$ cat config.mk
export PLATFORM = sky130hd
export DESIGN_NAME = dda_line_rasterizer_top
export DESIGN_NICKNAME = d
export VERILOG_FILES = /design/src/rtl/core/dlr_pkg.sv /design/src/rtl/core/dlr_queue.sv /design/src/rtl/core/dlr_front.sv /design/src/rtl/core/dlr_back.sv /design/src/rtl/core/dda_line_rasterizer_top.sv
export SDC_FILE = /design/constraint.sdc
export NUM_CORES = 2
export LEC_CHECK = 0
export ABC_AREA = 1
export BUFFER_PORTS_ARGS = -buffer_cell sky130_fd_sc_hd__buf_2
export CORE_ASPECT_RATIO = 1.75
export CORE_MARGIN = 2
export CORE_UTILIZATION = 64
export CTS_CLUSTER_SIZE = 24
export DETAILED_ROUTE_END_ITERATION = 12
export GPL_ROUTABILITY_DRIVEN = 0
export PLACE_DENSITY_LB_ADDON = 0.2
export SYNTH_ARGS = -nofsm -noshare
export SYNTH_HDL_FRONTEND = slang
export SYNTH_SLANG_ARGS = --single-unit
$ cat constraint.sdc
create_clock -name clk -period 11.35 [get_ports clk]
set_input_delay 1.7025 -clock clk [delete_from_list [all_inputs] [get_ports clk]]
set_output_delay 1.7025 -clock clk [all_outputs]
set_load 0.02 [all_outputs]
$ cat src/rtl/core/dlr_pkg.sv
package dlr_pkg;

  localparam int FRACTION_BITS_DEF = 16;
  localparam int QUEUE_DEPTH_DEF   = 2;
  localparam logic [12:0] HEIGHT_RESET = 13'd480;
  localparam logic [12:0] HEIGHT_MAX   = 13'd4096;

  localparam logic OP_LOAD = 1'b0;
  localparam logic OP_STEP = 1'b1;

  typedef enum logic [2:0] {
    ST_IDLE,
    ST_SQUARE,
    ST_SUM,
    ST_ROOT,
    ST_DIV
  } back_state_t;

  // classified command passed from front to back
  typedef struct packed {
    logic               op;
    logic signed [13:0] dx;
    logic signed [13:0] dy;
    logic signed [12:0] bx;
    logic [11:0]        by;
    logic [31:0]        color;
  } cmd_t;

  typedef struct packed {
    logic signed [12:0] x;
    logic [11:0]        y;
    logic [31:0]        color;
    logic               last;
  } pixel_t;

endpackage

$ cat src/rtl/core/dlr_queue.sv
module dlr_queue #(
  parameter int WIDTH = 8,
  parameter int DEPTH = dlr_pkg::QUEUE_DEPTH_DEF
) (
  input  logic             clk,
  input  logic             rst,
  input  logic             wr_en,
  input  logic [WIDTH-1:0] wr_data,
  output logic             full,
  input  logic             rd_en,
  output logic [WIDTH-1:0] rd_data,
  output logic             empty
);

  localparam int AW = (DEPTH > 1) ? $clog2(DEPTH) : 1;
  localparam int CW = $clog2(DEPTH + 1);
  localparam logic [AW-1:0] LAST_PTR = AW'(DEPTH - 1);
  localparam logic [CW-1:0] FULL_CNT = CW'(DEPTH);

  logic [WIDTH-1:0] mem [DEPTH];
  logic [AW-1:0]    wr_ptr;
  logic [AW-1:0]    rd_ptr;
  logic [CW-1:0]    count;
  logic             do_wr;
  logic             do_rd;

  assign full    = (count == FULL_CNT);
  assign empty   = (count == '0);
  assign do_wr   = wr_en && !full;
  assign do_rd   = rd_en && !empty;
  assign rd_data = mem[rd_ptr];

  always_ff @(posedge clk) begin
    if (do_wr) begin
      mem[wr_ptr] <= wr_data;
    end
  end

  always_ff @(posedge clk) begin
    if (rst) begin
      wr_ptr <= '0;
      rd_ptr <= '0;
      count  <= '0;
    end else begin
      if (do_wr) begin
        wr_ptr <= (wr_ptr == LAST_PTR) ? '0 : wr_ptr + AW'(1);
      end
      if (do_rd) begin
        rd_ptr <= (rd_ptr == LAST_PTR) ? '0 : rd_ptr + AW'(1);
      end
      if (do_wr && !do_rd) begin
        count <= count + CW'(1);
      end else if (do_rd && !do_wr) begin
        count <= count - CW'(1);
      end
    end
  end

endmodule

$ cat src/rtl/core/dlr_front.sv
module dlr_front (
  input  logic               op,
  input  logic signed [12:0] begin_x,
  input  logic signed [12:0] begin_y,
  input  logic signed [12:0] end_x,
  input  logic signed [12:0] end_y,
  input  logic [31:0]        color,
  input  logic [12:0]        height,
  output dlr_pkg::cmd_t      cmd
);

  logic [12:0] rows;
  logic [12:0] max_row;
  logic [11:0] by_c;
  logic [11:0] ey_c;

  function automatic logic [11:0] clamp_row(input logic signed [12:0] y,
                                            input logic [12:0] top);
    logic [11:0] r;
    if (y[12]) begin
      r = '0;
    end else if ($unsigned(y) > top) begin
      r = top[11:0];
    end else begin
      r = y[11:0];
    end
    return r;
  endfunction

  always_comb begin
    if (height == '0) begin
      rows = 13'd1;
    end else if (height > dlr_pkg::HEIGHT_MAX) begin
      rows = dlr_pkg::HEIGHT_MAX;
    end else begin
      rows = height;
    end
  end

  assign max_row = rows - 13'd1;
  assign by_c    = clamp_row(begin_y, max_row);
  assign ey_c    = clamp_row(end_y, max_row);

  always_comb begin
    cmd.op    = op;
    cmd.dx    = {end_x[12], end_x} - {begin_x[12], begin_x};
    cmd.dy    = $signed({2'b00, ey_c}) - $signed({2'b00, by_c});
    cmd.bx    = begin_x;
    cmd.by    = by_c;
    cmd.color = color;
  end

endmodule

$ cat src/rtl/core/dlr_back.sv
module dlr_back #(
  parameter int FRACTION_BITS = dlr_pkg::FRACTION_BITS_DEF
) (
  input  logic            clk,
  input  logic            rst,
  input  dlr_pkg::cmd_t   cmd,
  input  logic            cmd_empty,
  output logic            cmd_pop,
  output dlr_pkg::pixel_t pix,
  output logic            pix_push,
  input  logic            pix_full
);

  localparam int DW = 14 + FRACTION_BITS;
  localparam int PW = 15 + FRACTION_BITS;
  localparam int SW = FRACTION_BITS + 2;
  localparam int CW = $clog2(DW + 1);
  localparam logic [CW-1:0] DIV_LAST = CW'(DW - 1);

  dlr_pkg::back_state_t state, state_next;

  logic signed [PW-1:0] pos_x, pos_y;
  logic signed [SW-1:0] step_x, step_y;
  logic [13:0]          left;
  logic [31:0]          color;
  logic signed [13:0]   dx, dy;
  logic [26:0]          sqx, sqy;
  logic [26:0]          rad, root, bitv;
  logic [13:0]          len;
  logic [CW-1:0]        cnt;
  logic [DW-1:0]        dvd_x, dvd_y;
  logic [14:0]          rem_x, rem_y;

  logic                 is_load;
  logic                 has_pix;
  logic signed [27:0]   prod_x, prod_y;
  logic [26:0]          trial;
  logic                 root_ge;
  logic [26:0]          rad_next, root_next;
  logic [14:0]          rs_x, rs_y;
  logic                 ge_x, ge_y;
  logic [14:0]          rem_x_next, rem_y_next;
  logic [DW-1:0]        dvd_x_next, dvd_y_next;
  logic [SW-1:0]        q_x, q_y;
  logic [13:0]          mag_x, mag_y;
  logic                 neg_px, neg_py;
  logic [PW-1:0]        abs_px, abs_py, sh_px, sh_py;

  assign is_load = (cmd.op == dlr_pkg::OP_LOAD);
  assign has_pix = (left != '0);

  assign prod_x = dx * dx;
  assign prod_y = dy * dy;

  // one digit pair of the integer square root
  assign trial     = root + bitv;
  assign root_ge   = (rad >= trial);
  assign rad_next  = root_ge ? rad - trial : rad;
  assign root_next = root_ge ? (root >> 1) + bitv : root >> 1;

  // one bit of each restoring division; quotient shifts into the dividend
  assign rs_x       = {rem_x[13:0], dvd_x[DW-1]};
  assign rs_y       = {rem_y[13:0], dvd_y[DW-1]};
  assign ge_x       = (rs_x >= {1'b0, len});
  assign ge_y       = (rs_y >= {1'b0, len});
  assign rem_x_next = ge_x ? rs_x - {1'b0, len} : rs_x;
  assign rem_y_next = ge_y ? rs_y - {1'b0, len} : rs_y;
  assign dvd_x_next = {dvd_x[DW-2:0], ge_x};
  assign dvd_y_next = {dvd_y[DW-2:0], ge_y};
  assign q_x        = {1'b0, dvd_x_next[FRACTION_BITS:0]};
  assign q_y        = {1'b0, dvd_y_next[FRACTION_BITS:0]};

  assign mag_x = dx[13] ? -dx : dx;
  assign mag_y = dy[13] ? -dy : dy;

  // pixel coordinates truncate toward zero
  assign neg_px = pos_x[PW-1];
  assign neg_py = pos_y[PW-1];
  assign abs_px = neg_px ? -pos_x : pos_x;
  assign abs_py = neg_py ? -pos_y : pos_y;
  assign sh_px  = abs_px >> FRACTION_BITS;
  assign sh_py  = abs_py >> FRACTION_BITS;

  always_comb begin
    pix.x     = neg_px ? -sh_px[12:0] : sh_px[12:0];
    pix.y     = neg_py ? -sh_py[11:0] : sh_py[11:0];
    pix.color = color;
    pix.last  = (left == 14'd1);
  end

  always_comb begin
    state_next = state;
    unique case (state)
      dlr_pkg::ST_IDLE: begin
        if (!cmd_empty && is_load) begin
          state_next = dlr_pkg::ST_SQUARE;
        end
      end
      dlr_pkg::ST_SQUARE: state_next = dlr_pkg::ST_SUM;
      dlr_pkg::ST_SUM:    state_next = dlr_pkg::ST_ROOT;
      dlr_pkg::ST_ROOT: begin
        if (bitv[0]) begin
          state_next = (root_next == '0) ? dlr_pkg::ST_IDLE : dlr_pkg::ST_DIV;
        end
      end
      dlr_pkg::ST_DIV: begin
        if (cnt == DIV_LAST) begin
          state_next = dlr_pkg::ST_IDLE;
        end
      end
      default: state_next = dlr_pkg::ST_IDLE;
    endcase
  end

  always_comb begin
    cmd_pop  = 1'b0;
    pix_push = 1'b0;
    if (state == dlr_pkg::ST_IDLE && !cmd_empty) begin
      // drop a step with nothing left; hold a step while the output is full
      cmd_pop  = is_load || !has_pix || !pix_full;
      pix_push = !is_load && has_pix && !pix_full;
    end
  end

  always_ff @(posedge clk) begin
    if (rst) begin
      state <= dlr_pkg::ST_IDLE;
      left  <= '0;
    end else begin
      state <= state_next;
      unique case (state)
        dlr_pkg::ST_IDLE: begin
          if (cmd_pop && is_load) begin
            dx    <= cmd.dx;
            dy    <= cmd.dy;
            color <= cmd.color;
            pos_x <= {{2{cmd.bx[12]}}, cmd.bx, {FRACTION_BITS{1'b0}}};
            pos_y <= {3'b000, cmd.by, {FRACTION_BITS{1'b0}}};
            left  <= '0;
          end else if (pix_push) begin
            pos_x <= pos_x + {{(PW-SW){step_x[SW-1]}}, step_x};
            pos_y <= pos_y + {{(PW-SW){step_y[SW-1]}}, step_y};
            left  <= left - 14'd1;
          end
        end
        dlr_pkg::ST_SQUARE: begin
          sqx <= prod_x[26:0];
          sqy <= prod_y[26:0];
        end
        dlr_pkg::ST_SUM: begin
          rad  <= sqx + sqy;
          root <= '0;
          bitv <= {1'b1, 26'd0};
        end
        dlr_pkg::ST_ROOT: begin
          rad  <= rad_next;
          root <= root_next;
          bitv <= bitv >> 2;
          if (bitv[0]) begin
            len   <= root_next[13:0];
            left  <= root_next[13:0];
            cnt   <= '0;
            rem_x <= '0;
            rem_y <= '0;
            dvd_x <= {mag_x, {FRACTION_BITS{1'b0}}};
            dvd_y <= {mag_y, {FRACTION_BITS{1'b0}}};
          end
        end
        dlr_pkg::ST_DIV: begin
          rem_x <= rem_x_next;
          rem_y <= rem_y_next;
          dvd_x <= dvd_x_next;
          dvd_y <= dvd_y_next;
          cnt   <= cnt + CW'(1);
          if (cnt == DIV_LAST) begin
            step_x <= dx[13] ? -q_x : q_x;
            step_y <= dy[13] ? -q_y : q_y;
          end
        end
        default: ;
      endcase
    end
  end

endmodule

$ cat src/rtl/core/dda_line_rasterizer_top.sv
// Load: popped, then the back end squares, sums, runs 14 square-root digit steps
//   and divides for both axes, one quotient bit per cycle.
// Step: via both queues; one pixel per cycle when idle and the result queue has room.
// A zero-length load finishes after the square root and emits no pixels.
// Reset (synchronous, rst high) empties both queues, clears the line, height to 480.
module dda_line_rasterizer_top #(
  parameter int FRACTION_BITS = dlr_pkg::FRACTION_BITS_DEF,
  parameter int QUEUE_DEPTH   = dlr_pkg::QUEUE_DEPTH_DEF
) (
  input  logic               clk,
  input  logic               rst,
  input  logic               push,
  output logic               full,
  input  logic               op,
  input  logic signed [12:0] begin_x,
  input  logic signed [12:0] begin_y,
  input  logic signed [12:0] end_x,
  input  logic signed [12:0] end_y,
  input  logic [31:0]        color,
  output logic               empty,
  input  logic               pop,
  output logic signed [12:0] pixel_x,
  output logic [11:0]        pixel_y,
  output logic [31:0]        pixel_color,
  output logic               last,
  input  logic               cfg_valid,
  output logic               cfg_ready,
  input  logic [12:0]        cfg_data
);

  logic [12:0]     height;
  dlr_pkg::cmd_t   cmd_in, cmd_out;
  logic            cmd_empty, cmd_pop;
  dlr_pkg::pixel_t pix_in, pix_out;
  logic            pix_push, pix_full;

  assign cfg_ready = 1'b1;

  always_ff @(posedge clk) begin
    if (rst) begin
      height <= dlr_pkg::HEIGHT_RESET;
    end else if (cfg_valid && cfg_ready) begin
      height <= cfg_data;
    end
  end

  dlr_front u_front (
    .op      (op),
    .begin_x (begin_x),
    .begin_y (begin_y),
    .end_x   (end_x),
    .end_y   (end_y),
    .color   (color),
    .height  (height),
    .cmd     (cmd_in)
  );

  dlr_queue #(
    .WIDTH ($bits(dlr_pkg::cmd_t)),
    .DEPTH (QUEUE_DEPTH)
  ) u_cmd_q (
    .clk     (clk),
    .rst     (rst),
    .wr_en   (push),
    .wr_data (cmd_in),
    .full    (full),
    .rd_en   (cmd_pop),
    .rd_data (cmd_out),
    .empty   (cmd_empty)
  );

  dlr_back #(
    .FRACTION_BITS (FRACTION_BITS)
  ) u_back (
    .clk       (clk),
    .rst       (rst),
    .cmd       (cmd_out),
    .cmd_empty (cmd_empty),
    .cmd_pop   (cmd_pop),
    .pix       (pix_in),
    .pix_push  (pix_push),
    .pix_full  (pix_full)
  );

  dlr_queue #(
    .WIDTH ($bits(dlr_pkg::pixel_t)),
    .DEPTH (QUEUE_DEPTH)
  ) u_pix_q (
    .clk     (clk),
    .rst     (rst),
    .wr_en   (pix_push),
    .wr_data (pix_in),
    .full    (pix_full),
    .rd_en   (pop),
    .rd_data (pix_out),
    .empty   (empty)
  );

  assign pixel_x     = pix_out.x;
  assign pixel_y     = pix_out.y;
  assign pixel_color = pix_out.color;
  assign last        = pix_out.last;

endmodule

After elaboration in Yosys (flattened, before gate mapping)
Memories as Yosys holds them, arrays and structs flattened. A register that Yosys moved wholly into a read port is not among the register bits.
Cells that the tools add are included.

cells by class
  add/subtract/negate cells = 29
  $mul = 2
  order comparisons = 6
  equality and inequality tests = 13
  muxes and demuxes = 61
  bitwise operators = 2
  reductions and logical operators = 46

operators with widths
  operator           number
  $pmux W27 S2       3
  $pmux W30 S2       2
  $mux W14           8
  $mux W31           3
  $pmux W14 S2       3
  $add A31 B31 Y31   2
  $mux W12           5
  $mux W30           2
  $mux W28           2
  $add A27 B27 Y27   2
  $mul A14 B14 Y27   2
  $mux W27           2
  $mux W13           3
  $neg A17 Y18       2
  $mux W17           2
  $ge A15 B14 Y1     2
  $mux W29           1
  $neg A29 Y29       1
  $neg A14 Y14       2
  $neg A28 Y28       1
  $sub A14 B14 Y14   2
  $add A26 B27 Y27   1
  $ge A27 B27 Y1     1
  $logic_not A27 Y1  1
  38 further kinds   104

word-level totals
  register bits after elaboration = 438
  memory bits (writable) = 288
  input bits = 103
  word-level logic and storage cells = 192
  memories = 2

memory list
  name         depth  width  rd ports  clocked after memory_dff  wr ports  line             RTL
  u_cmd_q.mem  2      86     1         1                         1         dlr_queue.sv:20  logic [WIDTH-1:0] mem [DEPTH];
  u_pix_q.mem  2      58     1         1                         1         dlr_queue.sv:20

Longest topological paths before layout
  word-level depth = 9
  mapped depth = 37

Modules after synthesis
Synthesis repeated with hierarchy kept, for this count alone.

unflattened totals
  cell total of the unflattened synthesis = 5956
  area total of the unflattened synthesis = 55052.8 um2

modules (own cells, without submodules)
  module                   times used  cells an instance  area each (um2)  sequential area each (um2)
  dlr_back                 1           4850               40356.2          11901.4
  dlr_queue at u_cmd_q     1           305                6652.6           5265.0
  dlr_queue at u_pix_q     1           217                4503.1           3583.4
  dlr_front                1           507                3015.4           0.0
  dda_line_rasterizer_top  1           77                 525.5            260.2

Worst setup path after synthesis
Ideal clock, no wire load.

  path kind = in2reg
  start = input port rst
  end = register u_back.cnt[0] (enable)
  setup time = 682 ps
  arrival time = 8766 ps
  data required time = 10668 ps
  setup slack = 1901 ps
  cell stages on the path = 2
  path buffers = 1
  cell sequence = clkbuf_1 -> a211oi_1

between the ends
  word-level cells in the longest chain between the ends = 2

ends and longest elaborated chain
  item                         line                           RTL
  start, declared              dda_line_rasterizer_top.sv:11  input logic rst,
  $not A1 Y1 (no line)         n/a
  $reduce_and A3 Y1 (no line)  n/a
  end signal, assigned         dlr_back.sv:174                cnt <= cnt + CW'(1);
  end, declared                dlr_back.sv:30                 logic [CW-1:0] cnt;

Every way passes these cells.
A chain may end at the register's enable or synchronous reset.

Worst setup path in the final report
  start = register u_back.dx[2]
  end = register u_back.sqx[25], data pin

between the ends
  word-level cells in the longest chain between the ends = 1

ends and longest elaborated chain
  item                    line             RTL
  start, declared         dlr_back.sv:26   logic signed [13:0] dx, dy;
  start signal, assigned  dlr_back.sv:134  dx <= cmd.dx;
  $mul A14 B14 Y27        dlr_back.sv:52   assign prod_x = dx * dx;
  net u_back.prod_x[25]   dlr_back.sv:36   logic signed [27:0] prod_x, prod_y;
  end signal, assigned    dlr_back.sv:147  sqx <= prod_x[26:0];
  end, declared           dlr_back.sv:27   logic [26:0] sqx, sqy;

The timed path passes the listed nets, and every way through them passes these cells.

==> impl_metrics.csv <==
group,metric,value,unit
final_layout,final_util,69.9,%
logic_synthesis,yosys.area.top_type,"edfxtp_1",
clock_tree,worstSkewPairLatency,680,ps
clock_tree,ctsHoldBuffers,0,
global_route,overflow,0,
route,ant_nets,0,
clock_tree,max-clock-path-buffers,3,
final_layout,area_growth,8.18,%
final_layout,regArea,20900,sq um
timing,max_clock_freq,148,MHz
critical_path,crit_path_frequent_cell,"fa_1",
route,vias_per_cell,5.70,
critical_path,critPathSlowestCell,"fa_1",
critical_path,end_kind,"flop",
logic_synthesis,yosys_warnings,0,
critical_path,crit_family,"adder cells",
clock_tree,cts_tree,"done",
job,maxCapViolCount,0,
floorplanning,io_pins,164,
timing,worstMarginPinSlew,1120,ps
global_route,grt_max_degree,86,
clock_tree,htreeDepth,3,
critical_path,r2r_start,"u_back.dx[2]",
timing,min_period,6750,ps
final_layout,num-fill-cells,6289,
timing,finalClockSkew,37.7,ps
timing,rsz0062_at_grt,"false",
route,drtIter0Drc,2622,
clock_tree,numCtsBuffers,69,
timing,fin_crit_sh,59.5,%
logic_synthesis,synth_seq_area_share,39.4,%
final_layout,layout_common_cells,"nand2_1 (1,195), inv_1 (941), edfxtp_1 (670)",
global_route,grt.busiest_layer,"met2",
global_route,grt_util_met3,4.47,%
critical_path,crit_type,"reg -> reg",
critical_path,max_stage_delay,830,ps
global_route,grtUsageMet1,30.4,%
timing,slew_viol_final,0,
logic_synthesis,synth_nets,6578,
final_layout,layout-drive-gt1-share,8.34,%
min_path,worstHoldStart,"u_back.color[21]",
route,wl,129000,microns
floorplanning,fp.coreArea,82100,sq um
timing,setup_viol,0,
global_route,grt_use_met2,59.4,%
placed_design,dp_hpwl,100000,microns
min_path,min_path_cells,0,
timing,slew_headroom,25.0,%
min_path,min_path_type,"reg -> reg",
clock_tree,root_buffer,"clkbuf_16",
clock_tree,cts_setup_buffers,0,
final_layout,multiInputGateArea,28100,sq um
logic_synthesis,syn_area_per_cell,9.18,sq um
critical_path,reg2reg_setup_slack,4600,ps
logic_synthesis,synth_edf_count,670,
logic_synthesis,synth_top_area_share,37.9,%
clock_tree,cts-resized-gates,0,
critical_path,reg2reg_depth,18,
critical_path,worst-path-buf-inv,3,
clock_tree,path_clk_slew,70,ps
route,drt_pass1_iterations,6,
final_layout,nets,6702,
logic_synthesis,syn_area,53100,sq um
critical_path,crit_start,"u_back.dx[2]",
logic_synthesis,synth_seq_cells,710,
placed_design,portBuffers,162,
logic_synthesis,postSynthCellCount,5780,
floorplanning,rows,139,
route,wire_per_inst,18.4,microns
route,drc,0,
critical_path,crit_required,11740,ps
logic_synthesis,synthTopCellsByArea,"edfxtp_1 (38%), fa_1 (13%), nand2_1 (8.5%)",
global_route,grt_pass1_wl,205000,microns
critical_path,cp-start-kind,"flop",
global_route,grt_util_all_layers,30.6,%
floorplanning,die_height,385,microns
timing,setup_tns,0,ps
floorplanning,initial_core_util,64.6,%
critical_path,critical_path_depth,18,
timing,hold_viol,0,
global_route,antenna_found_initial,11,
final_layout,final_common_cell,"nand2_1",
global_route,grt_pass1_vias,41100,
critical_path,crit_arrival,7140,ps
logic_synthesis,async_flop_share,0,%
clock_tree,cts_sinks,710,
critical_path,crit_chain,"nand2_1 > inv_1 > fa_1 > fa_1 > inv_1 > fa_1 > inv_1 > fa_1 > fa_1 > fa_1 > ha_1 > nand2_1 > nor4_1 > nand3_1 > o211ai_1 > a21oi_1 > o21ai_0 > xor2_1",
critical_path,critPathMaxFanout,18,
route,vias,40000,
run_status,status,"complete, no violations",
logic_synthesis,synth_top_flop_cell,"edfxtp_1",
floorplanning,die_x,222,microns
logic_synthesis,yosysUniqueCellTypes,60,
floorplanning,dieArea,85300,sq um
==> final cells by class <==
type                       instances  area share (%)
antenna                            6          0.0262
clock buffer                      83            3.19
clock inverter                    41            1.07
inverter                         952            6.22
multi-input combinational       3977            48.9
sequential                       710            36.5
tap                             1057            2.30
timing repair buffer             194            1.83
==> cells in the mapped netlist (all sizes together) (8+ instances only) <==
| cell type | n |
|---|---|
| nand2 | 1228 |
| inv | 951 |
| edfxtp | 670 |
| nor2 | 461 |
| ha | 355 |
| a21oi | 340 |
| fa | 340 |
| o21ai | 328 |
| xor2 | 190 |
| nand3 | 186 |
| clkbuf | 116 |
| xnor2 | 98 |
| nand4 | 62 |
| mux2 | 59 |
| nor3 | 48 |
| or2 | 47 |
| a31oi | 45 |
| dfxtp | 40 |
| nor4 | 29 |
| a21o | 26 |
| buf | 25 |
| o21bai | 20 |
| o211ai | 17 |
| o31ai | 11 |
| a21boi | 10 |
| o21a | 10 |
| nand3b | 9 |
| a211oi | 8 |
| o221ai | 8 |
==> final timing paths <==
| path | end |
|---|---|
| worst min-delay path | u_pix_q.mem[1][22] |
| worst min register to register | u_pix_q.mem[1][22] |
| worst max-delay path | u_back.sqx[25] |
| worst max register to register | u_back.sqx[25] |
==> kinds of logic (layout without fill, tap and decap cells) <==
| group | Yosys count | after routing | share of synthesized area [%] |
|---|---|---|---|
| adder cells (fa/ha/maj) | 695 | 695 | 21.2 |
| AND/OR/NAND/NOR | 2084 | 2084 | 16.6 |
| AO/OA/AOI/OAI | 845 | 845 | 8.83 |
| XOR/XNOR | 288 | 288 | 4.77 |
| buffers and inverters | 1093 | 1270 | 7.84 |
| flip-flops | 710 | 710 | 39.4 |
| multiplexers | 64 | 64 | 1.35 |
| other | 1 | 7 | 0.00707 |
==> metrics by stage <==
step / instance area [sq um] / setup WS (ps) / hold WS [ps] / std cells
after detailed placement: 54900 / 4640 / 430 / 6890
after global routing: 57400 / 4110 / 445 / 7018
after global placement: 54900 / 4880 / 422 / 6890
after CTS: 57400 / 4580 / 445 / 7014
final: 57400 / 4600 / 443 / 7020
after floorplan: 53100 / 1900 / 421 / 5780
==> metal layers <==
layer | wire length [microns] | vias up
li1 | - | 19200
met1 | 44500 | 19100
met2 | 70100 | 1232
met3 | 5970 | 453
met4 | 8280 | 10
met5 | 69 | -
==> flip-flops by register name, indices dropped and copies added, names as in the netlist, 3 cells and up, named ones only <==
signal and cells:
u_back.sqy 26, u_back.bitv 14, u_back.dvd_y 30, u_back.pos_y 31, u_back.rem_x 14, u_back.root 27
u_back.step_y 18, u_back.pos_x 31, u_back.left 14, u_back.rad 27, u_back.dvd_x 30, u_back.step_x 18
u_back.dy 13, u_back.len 14, u_back.state 3, u_back.dx 14, u_pix_q.mem 116, u_back.sqx 26
u_back.rem_y 14, u_back.color 32, u_cmd_q.mem 170, height 13, u_back.cnt 5
Power is not shown: default switching activity piles up to over one toggle a cycle in this logic, so the estimate is an artifact.
